<file path="src/hdl/spq_pkg.sv">
package spq_pkg;

  // Fixed widths of the stream payloads, set by the field widths of the block.
  localparam int FIELD_W     = 32;
  localparam int KIND_W      = 2;
  localparam int LIMIT_W     = 7;
  localparam int COUNT_OUT_W = 7;
  localparam int IN_TDATA_W  = 64;
  localparam int OUT_TDATA_W = 112;

  // Bit positions of the result fields inside the output tdata.
  localparam int OUT_VAL_LSB    = 0;
  localparam int OUT_PRI_LSB    = 32;
  localparam int OUT_EMPTY_BIT  = 64;
  localparam int OUT_FULL_BIT   = 65;
  localparam int OUT_STATUS_LSB = 66;
  localparam int OUT_COUNT_LSB  = 68;
  localparam int OUT_COMP_LSB   = 75;

  localparam logic [KIND_W-1:0] KIND_ENQ  = 2'd0;
  localparam logic [KIND_W-1:0] KIND_DEQ  = 2'd1;
  localparam logic [KIND_W-1:0] KIND_PEEK = 2'd2;

  localparam logic [LIMIT_W-1:0] LIMIT_RESET = 7'd64;

  typedef enum logic [1:0] {
    ST_DONE    = 2'd0,
    ST_REFUSED = 2'd1,
    ST_IGNORED = 2'd2
  } status_e;

  typedef enum logic [2:0] {
    S_IDLE,
    S_DECODE,
    S_SCAN,
    S_INS_FRONT,
    S_SHIFT,
    S_FRONT_RD,
    S_RESULT
  } state_e;

  // Commands from the controller to the datapath.
  typedef struct packed {
    logic    take_item;    // latch the input beat
    logic    scan_start;   // read the tail entry, index at the tail
    logic    scan_move;    // move the entry read one place back, step towards the front
    logic    ins_next;     // write the new entry just behind the entry read
    logic    move_front;   // move the front entry to place one
    logic    ins_zero;     // write the new entry at the front
    logic    shift_start;  // read place one for a dequeue
    logic    shift_move;   // move the entry read one place forward
    logic    count_dec;    // one entry fewer
    logic    front_read;   // read the front entry
    logic    result_load;  // load the output register
    status_e result_status;
  } spq_cmd_t;

  // Status from the datapath to the controller.
  typedef struct packed {
    logic [KIND_W-1:0] kind;
    logic              empty;
    logic              full;
    logic              one_left;
    logic              at_zero;
    logic              key_ge;
    logic              key_gt;
    logic              shift_last;
    logic              slot_free;
  } spq_stat_t;

endpackage

</file>
<file path="src/hdl/spq_ctrl.sv">
module spq_ctrl (
  input  logic              clk_i,
  input  logic              rst_ni,
  input  logic              in_valid_i,
  output logic              in_ready_o,
  input  spq_pkg::spq_stat_t stat_i,
  output spq_pkg::spq_cmd_t  cmd_o
);

  spq_pkg::state_e  state_q, state_d;
  spq_pkg::status_e st_q, st_d;

  always_ff @(posedge clk_i or negedge rst_ni) begin
    if (!rst_ni) begin
      state_q <= spq_pkg::S_IDLE;
      st_q    <= spq_pkg::ST_DONE;
    end else begin
      state_q <= state_d;
      st_q    <= st_d;
    end
  end

  // Next state.
  always_comb begin
    state_d = state_q;
    case (state_q)
      spq_pkg::S_IDLE: begin
        if (in_valid_i) state_d = spq_pkg::S_DECODE;
      end
      spq_pkg::S_DECODE: begin
        state_d = spq_pkg::S_FRONT_RD;
        if (stat_i.kind == spq_pkg::KIND_ENQ) begin
          if (!stat_i.full && !stat_i.empty) state_d = spq_pkg::S_SCAN;
        end else if (stat_i.kind == spq_pkg::KIND_DEQ) begin
          if (!stat_i.empty && !stat_i.one_left) state_d = spq_pkg::S_SHIFT;
        end
      end
      spq_pkg::S_SCAN: begin
        if (stat_i.at_zero) begin
          state_d = stat_i.key_gt ? spq_pkg::S_INS_FRONT : spq_pkg::S_FRONT_RD;
        end else if (!stat_i.key_ge) begin
          state_d = spq_pkg::S_FRONT_RD;
        end
      end
      spq_pkg::S_INS_FRONT: begin
        state_d = spq_pkg::S_FRONT_RD;
      end
      spq_pkg::S_SHIFT: begin
        if (stat_i.shift_last) state_d = spq_pkg::S_FRONT_RD;
      end
      spq_pkg::S_FRONT_RD: begin
        state_d = spq_pkg::S_RESULT;
      end
      spq_pkg::S_RESULT: begin
        if (stat_i.slot_free) state_d = spq_pkg::S_IDLE;
      end
      default: begin
        state_d = spq_pkg::S_IDLE;
      end
    endcase
  end

  // Outputs.
  always_comb begin
    cmd_o               = '0;
    cmd_o.result_status = st_q;
    st_d                = st_q;
    in_ready_o          = 1'b0;
    case (state_q)
      spq_pkg::S_IDLE: begin
        in_ready_o = 1'b1;
        if (in_valid_i) begin
          cmd_o.take_item = 1'b1;
          st_d            = spq_pkg::ST_DONE;
        end
      end
      spq_pkg::S_DECODE: begin
        if (stat_i.kind == spq_pkg::KIND_ENQ) begin
          if (stat_i.full) begin
            st_d = spq_pkg::ST_REFUSED;
          end else if (stat_i.empty) begin
            cmd_o.ins_zero = 1'b1;
          end else begin
            cmd_o.scan_start = 1'b1;
          end
        end else if (stat_i.kind == spq_pkg::KIND_DEQ) begin
          if (stat_i.empty) begin
            st_d = spq_pkg::ST_IGNORED;
          end else if (stat_i.one_left) begin
            cmd_o.count_dec = 1'b1;
          end else begin
            cmd_o.shift_start = 1'b1;
          end
        end
      end
      spq_pkg::S_SCAN: begin
        if (stat_i.at_zero) begin
          if (stat_i.key_gt) cmd_o.move_front = 1'b1;
          else               cmd_o.ins_next   = 1'b1;
        end else if (stat_i.key_ge) begin
          cmd_o.scan_move = 1'b1;
        end else begin
          cmd_o.ins_next = 1'b1;
        end
      end
      spq_pkg::S_INS_FRONT: begin
        cmd_o.ins_zero = 1'b1;
      end
      spq_pkg::S_SHIFT: begin
        cmd_o.shift_move = 1'b1;
        cmd_o.count_dec  = stat_i.shift_last;
      end
      spq_pkg::S_FRONT_RD: begin
        cmd_o.front_read = 1'b1;
      end
      spq_pkg::S_RESULT: begin
        cmd_o.result_load = stat_i.slot_free;
      end
      default: begin
        cmd_o = '0;
      end
    endcase
  end

endmodule

</file>
<file path="config.mk">
export PLATFORM = sky130hd
export DESIGN_NAME = spq_ctrl
export DESIGN_NICKNAME = d
export VERILOG_FILES = /design/src/hdl/spq_pkg.sv /design/src/hdl/spq_ctrl.sv
export SDC_FILE = /design/constraint.sdc
export NUM_CORES = 1
export LEC_CHECK = 0
export BUFFER_PORTS_ARGS = -buffer_cell sky130_fd_sc_hd__clkbuf_2
export CAP_MARGIN = 20
export CORE_AREA = 2 2 39 41
export CTS_BUF_LIST = sky130_fd_sc_hd__clkbuf_8
export CTS_CLUSTER_SIZE = 10
export DETAILED_ROUTE_END_ITERATION = 8
export DIE_AREA = 0 0 41 43
export PLACE_DENSITY = 0.67
export SLEW_MARGIN = 15
export SYNTH_ARGS = -nofsm -noshare
export SYNTH_HDL_FRONTEND = slang
export SYNTH_SLANG_ARGS = --single-unit
</file>
<file path="constraint.sdc">
create_clock -name clk_i -period 1.4 [get_ports clk_i]
set_input_delay 0.07 -clock clk_i [delete_from_list [all_inputs] [get_ports clk_i]]
set_output_delay 0.07 -clock clk_i [all_outputs]
set_load 0.02 [all_outputs]
</file>
==> metrics.yaml, run 1 <==
clk_latency_ns: 0.22
grt-ovfl-total: 0
maxCapViolations: 0
diodes: 0
drt_iter0_markers: 6
r2r-end: "state_q[1]"
gp_congestion: 0.711
num_rows: 14
synthMuxAreaShare_pct: 3.91
vias: 607
critical_path.cell_chain: "buf_4 > nand2b_4 > nor2_1 > buf_4"
synth_top_area_share_pct: 24.4
cp_common_cell: "buf_4"
crit_slowest_cell: "dfrtp_2"
critPathArrivalTime_ns: 1.26
netlist_instances: 68
relSlewSlack_pct: 81.9
finish.utilization_pct: 56.1
clk_pin_slew_ns: 0.03
yosys-top-cells-count: "nor2_1 (6), dfrtp_1 (5), nor2b_1 (5)"
dieArea_um2: 1760
regToRegSetupSlack_ns: 0.14
grt.total_usage_pct: 16.7
area_delta_synth_final_pct: 51.8
routed_via_density: 5.23
synth_xor_xnor_area_share_pct: 0
core_um2: 1380
die_height_um: 43
cts_tree: "yes"
p_per_area_nw_per_um2: 1860
finalCritPeriodShare_pct: 95.0
grt_pass1_vias: 504
antenna_found_initial: 0
ys_async_sr_fraction_pct: 100
outcome: "complete, no violations"
synth_flop_cell: "dfrtp_1"
place_inst: 109
path_max_fanout: 11
ys_ff_latch: 5
cpPeakStageDelay_ns: 0.45
rr_startpoint: "state_q[2]"
synth_warnings: 0
synthAdderAreaFrac_pct: 0
finalSetupViolations: 0
postRouteAntennaNets: 0
ys_seq_area_share_pct: 24.4
die_w_um: 41
synth_top_family_by_area: "simple AND/OR/NAND/NOR gates"
grt_max_degree: 12
p_leak_uw: 0.000362
wl_um: 1330
fillers: 134
drc: 0
io_buffers: 26
synthTopCellsByArea: "dfrtp_1 (24%), nor2b_1 (6.1%), nand2b_1 (4.9%)"
synthesis.area_um2: 512
reg2reg_depth: 4
cp.required_ns: 1.33
fin_skew_ns: 0.00126
routedWlPerCell_um: 11.5
root_buffer: "clkbuf_8"
hold_viol_final: 0
dp_hpwl_um: 1000
cp-end-kind: "output pin"
dr.pass1.iters: 4
period_needed_ns: 1.33
layout.nets: 114
ys_types: 32
clock_path_buffers: 2
synth_edf_count: 0
synth_nets: 81
io_pins: 27
cp-start-kind: "flop"
synth-simple-area-share_pct: 45.5
tightest_slew_ns: 0.267
h-tree-depth: 1
start_util_pct: 37.0
cts.sinks: 5
synth_top_cell_by_area: "dfrtp_1"
grt_pass1_wl_um: 2000
rsz0062_at_grt: "yes"
instances_no_fill: 116
drive_above_1_share_pct: 46.0
hold_class: "input pin to async pin"
cts_made_buffers: 3
syn_area_per_cell_um2: 7.53
ir_drop_v: 0.000997
yosysMostFrequentCell: "nor2_1"
crit_type: "flop to output pin"
synth_compound_area_share_pct: 20.0
fmax_mhz: 752
slew_violations: 0
## metrics by stage
stage	hold slack (ns)	TNS (ns)	setup WS [ns]	cell area (um2)	total power, uW
2_1_floorplan	-0.226	0	0.0233	517	832
3_3_place_gp	-0.110	0	0.148	666	1060
3_5_place_dp	-0.111	0	0.113	666	1080
4_1_cts	0.196	0	0.00186	727	1350
5_1_grt	0.224	-0.0155	-0.0155	777	1560
6_report	0.210	0	0.0698	777	1440
## what timing repair did
action                                  4_1_cts  5_1_grt
buffers inserted                              0        2
hold endpoints to repair                      5        0
gates resized for setup                       4       16
hold buffers                                  1        0
endpoints found under the setup margin        3        6
## worst max-delay path, delay by kind of cell, from the launching register on
family        cells  cell delay (ns)
simple gates      2             0.26
flops             1             0.45
buf+inv           2             0.33
## cell usage in the layout (no fill, tap or decap), types with 2 or more instances in the layout
cell type  count
a21oi_1        2
and2_1         3
buf_4          9
clkbuf_2      21
clkbuf_8       3
dfrtp_1        2
dfrtp_2        3
inv_1          3
mux2i_1        2
nand2_1        4
nand2b_1       3
nand4_1        2
nor2_1         4
nor2b_1        3
nor2b_2        2
nor3_1         2
nor3_2         2
nor3b_1        2
o211ai_1       2
o21a_1         3
o21ai_0        4
## registers in the layout (all words and copies together) (netlist names)
signal	cells
st_q	2
state_q	3
## how the worst max path moves through the flow
stage / start / to / slack, ns / cells after the start
after floorplan: state_q[0] / cmd_o[6] / 0.02 / 3
after detailed placement: state_q[0] / st_q[1] / 0.11 / 4
after global placement: state_q[0] / st_q[1] / 0.15 / 4
final: state_q[2] / cmd_o[9] / 0.07 / 4
after global routing: state_q[0] / cmd_o[12] / -0.02 / 4
after CTS: state_q[2] / cmd_o[6] / 0.002 / 4
## final cells by class
| type | count | area [um2] | share of cell area (%) |
|---|---|---|---|
| Multi-Input combinational cell | 57 | 388 | 49.9 |
| Timing Repair Buffer | 32 | 188 | 24.2 |
| Sequential cell | 5 | 129 | 16.6 |
| Clock buffer | 3 | 41.3 | 5.31 |
| Tap cell | 16 | 20.0 | 2.58 |
| Inverter | 2 | 7.51 | 0.966 |
| Clock inverter | 1 | 3.75 | 0.483 |
## cell families after synthesis
group,after synthesis
AND/OR/NAND/NOR,39
AO/OA/AOI/OAI,16
buffers and inverters,6
flip-flops,5
multiplexers,2
## report_power, final
group / internal, uW / switching, uW
Combinational: 402 / 467
Clock: 188 / 66.2
Sequential: 222 / 96.8
Total: 811 / 630
## per-layer routing
| layer | global-route usage [%] | part of all wire, % | vias to the layer above | wire [um] |
|---|---|---|---|---|
| met5 | 0 | 0 | - | 0 |
| li1 | - | - | 313 | - |
| met4 | 8.00 | 1.1 | 0 | 14 |
| met2 | 27.8 | 50 | 19 | 671 |
| met1 | 19.0 | 43 | 273 | 575 |
| met3 | 3.14 | 5.3 | 2 | 71 |
No activity file was read; power rests on OpenSTA's default activity.
==> inputs of run 2 (changes only) <==
CTS_BUF_LIST = sky130_fd_sc_hd__clkbuf_16   (was sky130_fd_sc_hd__clkbuf_8)
==> metrics.yaml, run 2 (synthesis results as in run 1) <==
outcome: "complete, no violations"
fmax_mhz: 742
crit_type: "flop to output pin"
finalWorstSetupSlack_ns: 0.0519
grt_max_degree: 12
relSlewSlack_pct: 82.0
gp_congestion: 0.711
tightest_slew_ns: 0.267
dp_hpwl_um: 1000
crit_slowest_cell: "dfrtp_2"
start_util_pct: 37.0
finalSetupViolations: 0
cts_made_buffers: 3
layout.nets: 114
dieArea_um2: 1760
cts_tree: "yes"
finish.utilization_pct: 57.9
drt_iter0_markers: 10
grt.total_usage_pct: 17.5
vias: 602
ir_drop_v: 0.00120
dr.pass1.iters: 4
clk_latency_ns: 0.22
die_w_um: 41
place_worst_setup_slack_ns: 0.113
routedWlPerCell_um: 11.5
area_delta_synth_final_pct: 56.5
layout_commonest_cell: "clkbuf_2"
cts.sinks: 5
finalCritPeriodShare_pct: 96.3
cp.required_ns: 1.33
regMostFlops: "state_q"
hold_class: "input pin to flop"
maxCapViolations: 0
cp-end-kind: "output pin"
slew_violations: 0
drc: 0
postRouteAntennaNets: 0
cp-start-kind: "flop"
p_leak_uw: 0.000377
io_pins: 27
path_buf_inv: 2
diodes: 0
top_regs: "state_q (3), st_q (2)"
fin_skew_ns: 0.000749
clock_path_buffers: 2
period_needed_ns: 1.35
hold_viol_final: 0
grt_pass1_vias: 512
antenna_found_initial: 0
h-tree-depth: 1
grt-ovfl-total: 0
clk_pin_slew_ns: 0.03
p_per_area_nw_per_um2: 2040
io_buffers: 26
die_height_um: 43
num_rows: 14
routed_via_density: 5.19
core_um2: 1380
critical_path.cell_chain: "buf_4 > nand2b_4 > nor2_1 > clkbuf_2"
fillers: 130
grt_pass1_wl_um: 2050
path_max_fanout: 11
layout_common_cells: "clkbuf_2 (22), buf_4 (6), nor2_1 (5), nand2_1 (4), o21ai_0 (4)"
wl_um: 1330
root_buffer: "clkbuf_16"
critPathArrivalTime_ns: 1.28
path_delay_family: "flip-flops"
cpPeakStageDelay_ns: 0.45
largest_register_ffs: 3
rsz0062_at_grt: "yes"
drive_above_1_share_pct: 45.0
run 2: changes by cell type in the layout (fill, tap and decap cells not counted), sizes merged:
cell,before,now
buf,10,9
clkbuf,24,25
run 2: cell type report:
| type | count | area (um2) | area share [%] |
|---|---|---|---|
| clock buffer | 3 | 75.1 | 9.38 |
| clock inverter | 1 | 3.75 | 0.469 |
| inverter | 2 | 7.51 | 0.938 |
| multi-input combinational | 57 | 385 | 48.1 |
| sequential | 5 | 129 | 16.1 |
| tap | 16 | 20.0 | 2.50 |
| timing repair buffer | 32 | 180 | 22.5 |
run 2: repair_timing:
item,CTS,global route
hold buffers,1,0
cloned,0,0
gates resized for setup,5,9
buffers inserted,0,2
setup endpoints to repair,3,6
hold endpoints to repair,5,0
pin swaps,0,0
run 2: power by group:
| group | leakage (uW) | internal (uW) | switching (uW) | total [uW] |
|---|---|---|---|---|
| clock | 0.0000423 | 369 | 85.1 | 454 |
| sequential | 0.0000589 | 222 | 97.5 | 319 |
| combinational | 0.000275 | 398 | 465 | 863 |
| total | 0.000377 | 989 | 648 | 1640 |
run 2: final timing paths:
check,slack [ns],end,cells after the start,from
min in group asynchronous,0.22,st_q[1],2,rst_ni
min reg2reg,0.56,st_q[0],2,st_q[0]
max,0.05,cmd_o[9],4,state_q[2]
max reg2reg,0.17,state_q[1],4,state_q[2]
min,0.18,state_q[1],3,stat_i[2]
max in group asynchronous,1.04,state_q[2],2,rst_ni
run 2: worst min-delay path, stage by stage:
cell,delay [ns]
clkbuf_2,0.09
nand2_1,0.09
o211ai_1,0.10
run 2: metrics by stage:
step           cell area, um2  hold WS, ns  TNS [ns]  total power, uW  instances
3_5_place_dp              666       -0.111         0             1080        109
4_1_cts                   763        0.194  -0.00224             1560        114
3_3_place_gp              666       -0.110         0             1060        109
6_report                  801        0.185         0             1640        116
2_1_floorplan             517       -0.226         0              832         68
5_1_grt                   801        0.217   -0.0211             1760        116
run 2: layer usage:
metal  wire length, um  global-route usage (%)  part of all wire (%)  vias to the layer above
met5                 0                       0                     0                        -
met4                 0                    8.00                     0                        0
met3                65                    6.28                   4.9                        0
met2               703                    28.4                    53                       17
met1               564                    19.0                    42                      273
li1                  -                       -                     -                      312
